`src/hw/rtl/rdbe_pkg.sv`:
```
`timescale 1ns / 1ps

package rdbe_pkg;

    // signed coordinate wide enough for every derived point
    localparam int CW    = 14;
    // unsigned image dimension width (up to 4095)
    localparam int DIM_W = 12;
    localparam int CNT_W = 17;

    typedef logic signed [CW-1:0] coord_t;

    typedef enum logic [2:0] {
        OP_LINE     = 3'd0,
        OP_OUTLINE  = 3'd1,
        OP_FILL     = 3'd2,
        OP_COPY     = 3'd3,
        OP_COPY_INV = 3'd4,
        OP_MIRROR_H = 3'd5,
        OP_MIRROR_V = 3'd6,
        OP_READ     = 3'd7
    } op_t;

    localparam logic REG_WIDTH  = 1'b0;
    localparam logic REG_HEIGHT = 1'b1;

    localparam logic [CNT_W-1:0] COUNT_MAX = '1;

    typedef struct packed {
        op_t               op;
        logic signed [11:0] x1;
        logic signed [11:0] y1;
        logic signed [11:0] x2;
        logic signed [11:0] y2;
        logic signed [11:0] x3;
        logic signed [11:0] y3;
        logic [7:0]         color;
    } cmd_t;

    // pixel access request into the frame store
    typedef struct packed {
        logic       wr;
        logic       rd;
        coord_t     x;
        coord_t     y;
        logic [7:0] data;
    } px_req_t;

    typedef struct packed {
        logic [7:0]       pixel_value;
        logic [CNT_W-1:0] pixels_written;
    } res_t;

    typedef enum logic [3:0] {
        S_IDLE,
        S_SETUP,
        S_LINE,
        S_OUT_H,
        S_OUT_V,
        S_FILL,
        S_BLIT_RD,
        S_BLIT_WR,
        S_READ_RD,
        S_READ_WAIT,
        S_DONE
    } seq_state_t;

endpackage

```
`src/hw/rtl/rdbe_seq.sv`:
```
`timescale 1ns / 1ps

module rdbe_seq
    import rdbe_pkg::*;
#(
    parameter int PIXEL_MAX = 255
) (
    input  logic             aclk,
    input  logic             aresetn,
    input  logic             start,
    input  cmd_t             cmd,
    input  logic [DIM_W-1:0] eff_w,
    input  logic [DIM_W-1:0] eff_h,
    output logic             idle,
    output logic             done,
    input  logic             res_take,
    output res_t             res,
    output px_req_t          req,
    input  logic             hit,
    input  logic [7:0]       rd_data
);

    localparam logic [7:0] PMAX8 = 8'(PIXEL_MAX);

    seq_state_t       state_reg, state_next;
    cmd_t             cmd_reg, cmd_next;
    coord_t           a_reg, a_next, a_hi_reg, a_hi_next;
    coord_t           b_reg, b_next, b_lo_reg, b_lo_next, b_hi_reg, b_hi_next;
    logic             sub_reg, sub_next;
    logic [CNT_W-1:0] cnt_reg, cnt_next;
    logic [7:0]       pix_reg, pix_next;
    logic [11:0]      steps_reg, steps_next, adx_reg, adx_next, ady_reg, ady_next;
    logic [11:0]      qx_reg, qx_next, qy_reg, qy_next;
    logic [12:0]      rx_reg, rx_next, ry_reg, ry_next;

    coord_t      x1s, y1s, x2s, y2s, x3s, y3s, dx, dy, wm, ew1, eh1;
    coord_t      xmin, xmax, ymin, ymax, lo_a, hi_a, lo_b, hi_b;
    logic [11:0] adx_c, ady_c;
    logic [12:0] two_steps;
    logic [13:0] rx_sum, ry_sum;
    logic        wr_issue;

    always_comb begin
        x1s  = coord_t'(cmd_reg.x1);
        y1s  = coord_t'(cmd_reg.y1);
        x2s  = coord_t'(cmd_reg.x2);
        y2s  = coord_t'(cmd_reg.y2);
        x3s  = coord_t'(cmd_reg.x3);
        y3s  = coord_t'(cmd_reg.y3);
        dx   = x2s - x1s;
        dy   = y2s - y1s;
        wm   = dx;
        adx_c = dx[CW-1] ? 12'(-dx) : 12'(dx);
        ady_c = dy[CW-1] ? 12'(-dy) : 12'(dy);
        xmin = (x1s < x2s) ? x1s : x2s;
        xmax = (x1s < x2s) ? x2s : x1s;
        ymin = (y1s < y2s) ? y1s : y2s;
        ymax = (y1s < y2s) ? y2s : y1s;
        ew1  = $signed({2'b00, eff_w}) - coord_t'(1);
        eh1  = $signed({2'b00, eff_h}) - coord_t'(1);
        two_steps = {steps_reg, 1'b0};
        rx_sum = {1'b0, rx_reg} + {1'b0, adx_reg, 1'b0};
        ry_sum = {1'b0, ry_reg} + {1'b0, ady_reg, 1'b0};
        // clipped loop bounds: fill uses the corners, copies the offsets
        if (cmd_reg.op == OP_FILL) begin
            lo_a = xmin[CW-1] ? coord_t'(0) : xmin;
            hi_a = (xmax > ew1) ? ew1 : xmax;
            lo_b = ymin[CW-1] ? coord_t'(0) : ymin;
            hi_b = (ymax > eh1) ? eh1 : ymax;
        end else begin
            lo_a = x3s[CW-1] ? -x3s : coord_t'(0);
            hi_a = ((ew1 - x3s) < wm) ? (ew1 - x3s) : wm;
            lo_b = y3s[CW-1] ? -y3s : coord_t'(0);
            hi_b = ((eh1 - y3s) < dy) ? (eh1 - y3s) : dy;
        end
    end

    // sequencer: next state, loop counters and the pixel request
    always_comb begin
        state_next = state_reg;
        cmd_next   = cmd_reg;
        a_next     = a_reg;
        a_hi_next  = a_hi_reg;
        b_next     = b_reg;
        b_lo_next  = b_lo_reg;
        b_hi_next  = b_hi_reg;
        sub_next   = sub_reg;
        cnt_next   = cnt_reg;
        pix_next   = pix_reg;
        steps_next = steps_reg;
        adx_next   = adx_reg;
        ady_next   = ady_reg;
        qx_next    = qx_reg;
        qy_next    = qy_reg;
        rx_next    = rx_reg;
        ry_next    = ry_reg;
        req        = '0;
        req.data   = cmd_reg.color;
        wr_issue   = 1'b0;

        case (state_reg)
            S_IDLE: begin
                if (start) begin
                    cmd_next   = cmd;
                    cnt_next   = '0;
                    pix_next   = '0;
                    state_next = S_SETUP;
                end
            end
            S_SETUP: begin
                case (cmd_reg.op)
                    OP_LINE: begin
                        a_next     = '0;
                        adx_next   = adx_c;
                        ady_next   = ady_c;
                        steps_next = (adx_c > ady_c) ? adx_c : ady_c;
                        qx_next    = '0;
                        qy_next    = '0;
                        rx_next    = {1'b0, ((adx_c > ady_c) ? adx_c : ady_c)};
                        ry_next    = {1'b0, ((adx_c > ady_c) ? adx_c : ady_c)};
                        state_next = S_LINE;
                    end
                    OP_OUTLINE: begin
                        a_next     = xmin;
                        a_hi_next  = xmax;
                        sub_next   = 1'b0;
                        state_next = S_OUT_H;
                    end
                    OP_READ: begin
                        state_next = S_READ_RD;
                    end
                    default: begin
                        a_next     = lo_a;
                        a_hi_next  = hi_a;
                        b_next     = lo_b;
                        b_lo_next  = lo_b;
                        b_hi_next  = hi_b;
                        if ((lo_a > hi_a) || (lo_b > hi_b)) begin
                            state_next = S_DONE;
                        end else if (cmd_reg.op == OP_FILL) begin
                            state_next = S_FILL;
                        end else begin
                            state_next = S_BLIT_RD;
                        end
                    end
                endcase
            end
            S_LINE: begin
                // point i: quotient of (2*i*|d| + steps) / (2*steps)
                req.wr   = 1'b1;
                req.x    = x1s + (dx[CW-1] ? -coord_t'(qx_reg) : coord_t'(qx_reg));
                req.y    = y1s + (dy[CW-1] ? -coord_t'(qy_reg) : coord_t'(qy_reg));
                wr_issue = 1'b1;
                if (a_reg == coord_t'(steps_reg)) begin
                    state_next = S_DONE;
                end else begin
                    a_next = a_reg + coord_t'(1);
                    if (rx_sum >= {1'b0, two_steps}) begin
                        rx_next = 13'(rx_sum - {1'b0, two_steps});
                        qx_next = qx_reg + 12'd1;
                    end else begin
                        rx_next = 13'(rx_sum);
                    end
                    if (ry_sum >= {1'b0, two_steps}) begin
                        ry_next = 13'(ry_sum - {1'b0, two_steps});
                        qy_next = qy_reg + 12'd1;
                    end else begin
                        ry_next = 13'(ry_sum);
                    end
                end
            end
            S_OUT_H: begin
                req.wr   = 1'b1;
                req.x    = a_reg;
                req.y    = sub_reg ? y2s : y1s;
                wr_issue = 1'b1;
                sub_next = !sub_reg;
                if (sub_reg) begin
                    if (a_reg == a_hi_reg) begin
                        a_next     = ymin;
                        a_hi_next  = ymax;
                        state_next = S_OUT_V;
                    end else begin
                        a_next = a_reg + coord_t'(1);
                    end
                end
            end
            S_OUT_V: begin
                req.wr   = 1'b1;
                req.x    = sub_reg ? x2s : x1s;
                req.y    = a_reg;
                wr_issue = 1'b1;
                sub_next = !sub_reg;
                if (sub_reg) begin
                    if (a_reg == a_hi_reg) begin
                        state_next = S_DONE;
                    end else begin
                        a_next = a_reg + coord_t'(1);
                    end
                end
            end
            S_FILL: begin
                req.wr   = 1'b1;
                req.x    = a_reg;
                req.y    = b_reg;
                wr_issue = 1'b1;
                if (b_reg == b_hi_reg) begin
                    b_next = b_lo_reg;
                    if (a_reg == a_hi_reg) begin
                        state_next = S_DONE;
                    end else begin
                        a_next = a_reg + coord_t'(1);
                    end
                end else begin
                    b_next = b_reg + coord_t'(1);
                end
            end
            S_BLIT_RD: begin
                req.rd = 1'b1;
                req.x  = (cmd_reg.op == OP_MIRROR_H) ? (x2s - a_reg) : (x1s + a_reg);
                req.y  = (cmd_reg.op == OP_MIRROR_V) ? (y2s - b_reg) : (y1s + b_reg);
                state_next = S_BLIT_WR;
            end
            S_BLIT_WR: begin
                req.wr   = 1'b1;
                req.x    = x3s + a_reg;
                req.y    = y3s + b_reg;
                req.data = (cmd_reg.op == OP_COPY_INV) ? (PMAX8 - rd_data) : rd_data;
                wr_issue = 1'b1;
                state_next = S_BLIT_RD;
                if (b_reg == b_hi_reg) begin
                    b_next = b_lo_reg;
                    if (a_reg == a_hi_reg) begin
                        state_next = S_DONE;
                    end else begin
                        a_next = a_reg + coord_t'(1);
                    end
                end else begin
                    b_next = b_reg + coord_t'(1);
                end
            end
            S_READ_RD: begin
                req.rd     = 1'b1;
                req.x      = x1s;
                req.y      = y1s;
                state_next = S_READ_WAIT;
            end
            S_READ_WAIT: begin
                pix_next   = rd_data;
                state_next = S_DONE;
            end
            S_DONE: begin
                if (res_take) begin
                    state_next = S_IDLE;
                end
            end
            default: begin
                state_next = S_IDLE;
            end
        endcase

        // count writes that land inside the image
        if (wr_issue && hit && (cnt_reg != COUNT_MAX)) begin
            cnt_next = cnt_reg + 1'b1;
        end
    end

    always_ff @(posedge aclk) begin
        if (!aresetn) begin
            state_reg <= S_IDLE;
        end else begin
            state_reg <= state_next;
        end
    end

    always_ff @(posedge aclk) begin
        cmd_reg   <= cmd_next;
        a_reg     <= a_next;
        a_hi_reg  <= a_hi_next;
        b_reg     <= b_next;
        b_lo_reg  <= b_lo_next;
        b_hi_reg  <= b_hi_next;
        sub_reg   <= sub_next;
        cnt_reg   <= cnt_next;
        pix_reg   <= pix_next;
        steps_reg <= steps_next;
        adx_reg   <= adx_next;
        ady_reg   <= ady_next;
        qx_reg    <= qx_next;
        qy_reg    <= qy_next;
        rx_reg    <= rx_next;
        ry_reg    <= ry_next;
    end

    assign idle               = (state_reg == S_IDLE);
    assign done               = (state_reg == S_DONE);
    assign res.pixel_value    = pix_reg;
    assign res.pixels_written = cnt_reg;

endmodule

```
`config.mk`:
```
export PLATFORM = sky130hd
export DESIGN_NAME = rdbe_seq
export DESIGN_NICKNAME = d
export VERILOG_FILES = /design/src/hw/rtl/rdbe_pkg.sv /design/src/hw/rtl/rdbe_seq.sv
export SDC_FILE = /design/constraint.sdc
export NUM_CORES = 1
export LEC_CHECK = 0
export ABC_AREA = 1
export BUFFER_PORTS_ARGS = -buffer_cell sky130_fd_sc_hd__clkbuf_2
export CAP_MARGIN = 10
export CORE_MARGIN = 4
export CORE_UTILIZATION = 50
export DETAILED_ROUTE_END_ITERATION = 8
export GPL_TIMING_DRIVEN = 0
export PLACE_DENSITY = 0.67
export SYNTH_ARGS = -nofsm -noshare
export SYNTH_HDL_FRONTEND = slang
export SYNTH_SLANG_ARGS = --single-unit
```
`constraint.sdc`:
```
create_clock -name aclk -period 10.8 [get_ports aclk]
set_input_delay 2.16 -clock aclk [delete_from_list [all_inputs] [get_ports aclk]]
set_output_delay 2.16 -clock aclk [all_outputs]
set_load 0.01 [all_outputs]
```
# ---- Word-level counts from Yosys, hierarchy flattened
# Index checks and enable logic that the tools add are counted.
dict set report classes {
  add_sub_neg 30
  order_cmp 11
  eq_ne 36
  mux 80
  bitwise_logic 1
  reduce_logical 33
}
# cell n
set op_table {}
lappend op_table {{two-way mux 14 bit} 30}
lappend op_table {{one-hot mux 28 bit (7 select lines)} 1}
lappend op_table {{two-way mux 12 bit} 8}
lappend op_table {{two-way mux 13 bit} 7}
lappend op_table {{adder 12 x 14 -> 14 bit} 6}
lappend op_table {{one-hot mux 14 bit (2 select lines)} 3}
lappend op_table {{one-hot mux 14 bit (5 select lines)} 1}
lappend op_table {{negator 12 -> 14 bit} 4}
lappend op_table {{one-hot mux 13 bit (2 select lines)} 2}
lappend op_table {{two-way mux 17 bit} 3}
lappend op_table {{one-hot mux 12 bit (2 select lines)} 2}
lappend op_table {{two-way mux 4 bit} 11}
lappend op_table {{one-hot mux 4 bit (11 select lines)} 1}
lappend op_table {{one-hot mux 14 bit (3 select lines)} 1}
lappend op_table {{adder 13 x 13 -> 14 bit} 2}
lappend op_table {{adder 14 x 2 -> 14 bit, second input constant} 2}
lappend op_table {{== test 14 bit} 2}
lappend op_table {{greater-or-equal comparator 14 x 13 -> 1 bit} 2}
lappend op_table {{greater-than comparator 14 x 13 -> 1 bit} 2}
lappend op_table {{greater-than comparator 14 bit} 2}
lappend op_table {{less-than comparator 14 x 13 -> 1 bit} 2}
lappend op_table {{inequality test 2 bit, second input constant} 14}
lappend op_table {{subtractor 12 x 14 -> 14 bit} 2}
lappend op_table {{subtractor 13 x 12 -> 14 bit} 2}
lappend op_table {{41 further kinds} 79}
dict set report totals {
  regBits 269
  inputBits 120
  out_inout_bits 65
  elab_cells 215
}

# ---- Depth between registers and ports, before layout
# Gate-level depths: netlist of run 1.
dict set report logic_depth {
  depth_word 10
  mapped_depth 47
  depth_no_buf 46
}

# ---- Worst setup path after synthesis of run 1
# No wires, ideal clock.
dict set report synth_path {
  kind {input-to-reg}
  from {input port eff_w[0]}
  to {register state_reg[2]}
  setup_ns 0.070
  arrival_ns 7.824
  required_time_ns 10.730
  path_slack_ns 2.906
  stages 40
  n_path_buf 2
  cell_sequence {inv_1 ha_1 xnor2_1 inv_1 ha_1 nand3b_1 and2_1 inv_1 a21oi_1 o21bai_1 a21oi_1 o21bai_1 nand2_1 nand2_1 a21oi_1 inv_1 a21oi_1 o21bai_1 (+4 left out) a31oi_1 o211ai_1 or2_2 nand2_1 clkbuf_1 inv_1 clkbuf_1 a21oi_1 a21oi_1 ha_1 a21o_1 a2111oi_0 nand3_1 nand3_2 nand2_1 o21ai_1 nand2_1 a21oi_1}
}
dict set report synth_via {
  elab_chain_len 10
  elab_cells_between_ends 12
  classes_between {add/sub (2); order compare (3); mux (6); reduce/logical (1)}
}
# item line
set synth_lines {}
lappend synth_lines {{start, declared} rdbe_seq.sv:12} ;# input logic [DIM_W-1:0] eff_w,
lappend synth_lines {{subtractor 12 x 1 -> 13 bit *} rdbe_seq.sv:59} ;# ew1 = $signed({2'b00, eff_w}) - coord_t'(1);
lappend synth_lines {{subtractor 13 x 12 -> 14 bit} rdbe_seq.sv:72} ;# hi_a = ((ew1 - x3s) < wm) ? (ew1 - x3s) : wm;
lappend synth_lines {{less-than comparator 14 x 13 -> 1 bit} rdbe_seq.sv:72}
lappend synth_lines {{two-way mux 14 bit} rdbe_seq.sv:72}
lappend synth_lines {{two-way mux 14 bit *} rdbe_seq.sv:65} ;# if (cmd_reg.op == OP_FILL) begin
lappend synth_lines {{greater-than comparator 14 bit *} rdbe_seq.sv:138} ;# if ((lo_a > hi_a) || (lo_b > hi_b)) begin
lappend synth_lines {{logical OR 1 bit *} rdbe_seq.sv:138}
lappend synth_lines {{two-way mux 4 bit *} rdbe_seq.sv:138}
lappend synth_lines {{one-hot mux 4 bit (3 select lines) *} rdbe_seq.sv:111} ;# case (cmd_reg.op)
lappend synth_lines {{one-hot mux 4 bit (11 select lines) *} rdbe_seq.sv:101} ;# case (state_reg)
lappend synth_lines {{end signal, assigned} rdbe_seq.sv:272} ;# state_reg <= state_next;
lappend synth_lines {{end, declared} rdbe_seq.sv:25} ;# seq_state_t state_reg, state_next;
# Mark *: on every way between the ends. The rest lies on a longest branch, timed or not.
# A chain may end at the register's enable or synchronous reset.

==> results of run 1 <==
==> worst max-delay path, delay by kind of cell (launching register included) <==
| family | cells | cell delay (ns) |
|---|---|---|
| DFF | 1 | 0.42 |
| adders and majority gates | 3 | 1.02 |
| buffers and inverters | 9 | 1.54 |
| AOI/OAI and AO/OA | 10 | 2.01 |
| and+or+nand+nor | 14 | 1.60 |
==> layout make-up <==
class | instances | area, sq um | area share
Tap cell | 688 | 861 | 0.0287
Buffer | 75 | 315 | 0.0105
Timing Repair Buffer | 191 | 1040 | 0.0345
Clock buffer | 39 | 891 | 0.0297
Multi-Input combinational cell | 2655 | 16400 | 0.546
Sequential cell | 268 | 8010 | 0.267
Clock inverter | 21 | 168 | 0.00559
Inverter | 626 | 2350 | 0.0783
==> synth_stat cells, types with 6 or more instances <==
cell type  instances
a21oi_1          296
a21oi_2            7
a221oi_1          16
a22oi_1           13
a31oi_1           14
a32o_1             8
and2_1             7
clkbuf_1          67
clkinv_1          11
edfxtp_1         264
fa_1              16
ha_1             305
inv_1            599
inv_2             16
nand2_1          561
nand2_2           12
nand3_1          115
nand3_2           11
nand3b_1           9
nand4_1           40
nor2_1           374
nor3_1            96
nor4_1             6
o2111ai_1         18
o211ai_1          27
o21a_1             9
o21ai_0          302
o21ai_1           18
o21ai_2            6
o21bai_1          38
o221ai_1           8
o22ai_1           28
o31ai_1            9
o32ai_1            7
or2_2             27
xnor2_1           39
xor2_1           159
==> per-layer routing <==
metal / vias up / wire length (um)
met4: 0 / 3910
met1: 12000 / 39500
met2: 1140 / 39100
met3: 205 / 8780
met5: - / 0
li1: 12800 / -
==> worst min path at each step <==
stage	start	slack, ns	cells after the start	endpoint
after floorplan	state_reg[2]	0.46	2	state_reg[2]
after global placement	state_reg[2]	0.48	2	state_reg[2]
after detailed placement	state_reg[2]	0.50	2	state_reg[2]
after CTS	state_reg[2]	0.51	2	state_reg[2]
after global routing	state_reg[2]	0.54	2	state_reg[2]
final	state_reg[2]	0.53	2	state_reg[2]
==> cell families (layout without fill, tap and decap cells) <==
logic type | after synthesis | in the layout
other | 1 | 6
AND/OR/NAND/NOR | 1273 | 1273
adder cells (fa/ha/maj) | 321 | 321
XOR/XNOR | 198 | 198
buffers and inverters | 701 | 952
flip-flops | 268 | 268
AO/OA/AOI/OAI | 857 | 857
==> metrics by stage <==
stage	setup slack (ns)	hold WS, ns
after floorplan	2.91	0.457
after global placement	1.54	0.484
after detailed placement	1.47	0.503
after CTS	1.68	0.512
after global routing	0.921	0.536
final	1.50	0.528
==> flow_summary.toml, run 1 <==
[sta]
finalSetupTns_ns = 0
rsz0062_at_grt = "false"
max-slew-margin-rel = 0.173
fmax_mhz = 108
worstMarginPinSlew_ns = 1.23
skew_ns = 0.0170
drv_slew = 0
period_minus_slack_ns = 9.30
post-route-period-util = 0.861
final-setup-viol-count = 0
hold_viol_final = 0

[synthesis]
syn_area_sq_um = 27000
synth_xor_area_frac = 0.0643
synth_top_family_by_area = "simple AND/OR/NAND/NOR gates"
synth_seq_cells = 268
ys.flop_type = "edfxtp_1"
ys_seq_area_frac = 0.297
yosysTopAreaCellShare = 0.294
synth-simple-area-share = 0.202
synth_cells = 3619
ys_types = 65
syn_avg_cell_area_sq_um = 7.46
synthAdderAreaFrac = 0.153
synth_top_area_cell = "edfxtp_1"
yosys_warnings = 0
synth-edff-count = 264
netlist_top_cells_area = "edfxtp_1, ha_1, inv_1"
synth_mux_area_frac = 0
async_flop_share = 0
synth_compound_area_frac = 0.185

[place]
dp_cells = 4502
place_area_sq_um = 28900
dp_hpwl_um = 75200
gp_congestion = 1.02
io_buffers = 184

[route]
dr.pass1.iters = 6
post_drt_wl_per_cell_um = 20.0
via_per_inst = 5.72
vias = 26100
wl_um = 91300
drtAntennaViolNets = 0
drc = 0
drt_iter0_drc = 2809

[floorplanning]
die_area_sq_um = 57700
die-width_um = 240
start_util = 0.509
die_h_um = 240
core_region_area_sq_um = 53000
ios = 185
rows = 84

[global_route]
grt_pass1_vias = 23900
grt_util_met3 = 0.0442
busiest_layer = "met2"
grt_max_degree = 32
gr-total-overflow = 0
grtUsageMet1 = 0.438
grt_use_total = 0.308
grt_first_pass_wirelength_um = 136000
use_met2 = 0.475
antenna_found_initial = 0

[worst_setup_path]
reg2reg_to = "state_reg[3]"
crit_path_end = "req[34]"
arrival_ns = 7.14
setup.worst_path.class = "flip-flop to output pin"
startpoint_type = "flip-flop"
crit_fanout = 10
endpoint_kind = "output pin"
r2r_cells = 43
critPathSlowestCell = "fa_1"
crit_start = "cmd_reg[44]"
cp_data_required_time_ns = 8.64
r2r-start = "cmd_reg[58]"
rrSetupSlack_ns = 3.34
critPathMaxStageDelay_ns = 0.43

[worst_hold_path]
min_path_type = "flip-flop to flip-flop"

[cts]
clock-root-buffer = "clkbuf_16"
post_cts_buffers = 0
htree_levels = 2
clk_pin_slew_ns = 0.06
cts_hold_buf = 0
cts_buffers = 34
post_cts_resized = 0
cts_sinks = 268
clk_path_buf_depth = 3
cts_tree = "built"
insertion_delay_ns = 0.55

[layout]
fillers = 5212
largest_reg_flops = 83
synthToLayoutAreaGrowth_pct = 11.2
fin_area_sq_um = 30000
layout_common_cells = "inv_1, nand2_1, nor2_1"
final_common_cell = "inv_1"
fin_util = 0.566
final_cell_count_no_fill = 4563
diodes = 0
finalNetCount = 4292
drive_above_1_share = 0.0890

[outcome]
outcome = "complete, no violations"

[job]
drv_cap = 0
Power of run 1 is left out: the tool's default activity adds up to more than one toggle a clock period on the data nets, which glitch-free logic cannot reach.
==> run 2: changes to the inputs <==
- CELL_PAD_IN_SITES_DETAIL_PLACEMENT: unset -> 0
- CELL_PAD_IN_SITES_GLOBAL_PLACEMENT: unset -> 1
- MAX_ROUTING_LAYER: unset -> met4
- PLACE_DENSITY: 0.67 -> 0.87
==> flow_summary.toml, run 2 (synthesized netlist as in run 1, its figures left out) <==
[sta]
finalSetupTns_ns = 0
period_minus_slack_ns = 9.40
skew_ns = 0.0320
worstMarginPinSlew_ns = 1.25
max-slew-margin-rel = 0.160
final-setup-viol-count = 0
drv_slew = 0
post-route-period-util = 0.871
rsz0062_at_grt = "false"
hold_viol_final = 0
fmax_mhz = 106

[global_route]
grt_use_total = 0.330
grt_pass1_vias = 24100
grt_max_degree = 33
grt_first_pass_wirelength_um = 141000
gr-total-overflow = 0
antenna_found_initial = 0

[layout]
fin_util = 0.568
multi_input_area_sq_um = 16400
fillers = 5214
regArea_sq_um = 8010
layout_common_cells = "inv_1, nand2_1, nor2_1"
largest_reg_flops = 83
final_cell_count_no_fill = 4564
final_common_cell = "inv_1"
diodes = 0
finalNetCount = 4291
drive_above_1_share = 0.0900
synthToLayoutAreaGrowth_pct = 11.4

[route]
dr.pass1.iters = 6
drtAntennaViolNets = 0
via_per_inst = 5.71
vias = 26000
post_drt_wl_per_cell_um = 20.8
drt_iter0_drc = 2719
wl_um = 94900
drc = 0

[floorplanning]
ios = 185
start_util = 0.509
core_region_area_sq_um = 53000
rows = 84
die_area_sq_um = 57700
die_h_um = 240
die-width_um = 240

[cts]
clock-root-buffer = "clkbuf_16"
clk_path_buf_depth = 3
cts_sinks = 268
post_cts_buffers = 0
post_cts_resized = 0
cts_buffers = 34
insertion_delay_ns = 0.58
cts_hold_buf = 0
clk_pin_slew_ns = 0.06
cts_tree = "built"
htree_levels = 2

[worst_setup_path]
setup.worst_path.class = "flip-flop to output pin"
critPathMaxStageDelay_ns = 0.55
crit_fanout = 10
endpoint_kind = "output pin"
arrival_ns = 7.24
critPathSlowestCell = "edfxtp_1"
cp_data_required_time_ns = 8.64
startpoint_type = "flip-flop"

[outcome]
outcome = "complete, no violations"

[place]
gp_congestion = 0.999
io_buffers = 184
dp_cells = 4501
dp_hpwl_um = 78300

[worst_hold_path]
min_path_type = "flip-flop to flip-flop"

[job]
drv_cap = 0
## run 2: cell types whose count changed in the layout (fill, tap and decap cells not counted), moves of 2 or more
cell        before  now
bufinv_16        2    5
clkbuf_1        71   68
clkinv_2         7    5
clkinv_4         3    1
clkinvlp_4       2    5
inv_6            1    4
## run 2: area by class of cell
cell class | instances | area share
plain buffers | 75 | 0.0105
clock buffers | 35 | 0.0284
clock inverters | 27 | 0.00982
inverters | 626 | 0.0782
multi-input cells | 2655 | 0.545
flip-flops and latches | 268 | 0.266
well taps | 688 | 0.0286
repair buffers | 190 | 0.0335
## run 2: stage by stage
stage | instance area (sq um) | setup WS, ns | hold WS, ns
after CTS | 30100 | 1.52 | 0.481
after global placement | 28800 | 1.32 | 0.473
final | 30100 | 1.40 | 0.481
after global routing | 30100 | 0.769 | 0.497
after detailed placement | 28900 | 1.38 | 0.471
after floorplan | 27000 | 2.91 | 0.457
## run 2: worst max-delay path, delay by kind of cell, from the launching register on
family / cells / cell delay (ns)
adder cells (fa/ha/maj): 2 / 0.91
flip-flops: 1 / 0.55
AND/OR/NAND/NOR: 14 / 1.52
buffers and inverters: 8 / 1.62
AO/OA/AOI/OAI: 10 / 2.06
## run 2: worst paths after layout
path / from / cells after the start / end / slack, ns
max: cmd_reg[69] / 34 / req[34] / 1.40
min: state_reg[2] / 2 / state_reg[2] / 0.48
min reg2reg: state_reg[2] / 2 / state_reg[2] / 0.48
max reg2reg: cmd_reg[57] / 41 / state_reg[3] / 2.94
## run 2: layer usage
metal	share of wire	track usage	vias to the layer above
met4	0.036	0.105	0
met5	0	-	-
met1	0.44	0.446	12100
met3	0.089	0.0685	177
met2	0.44	0.500	1018
li1	-	-	12800
Power of run 2 is left out for the same reason.
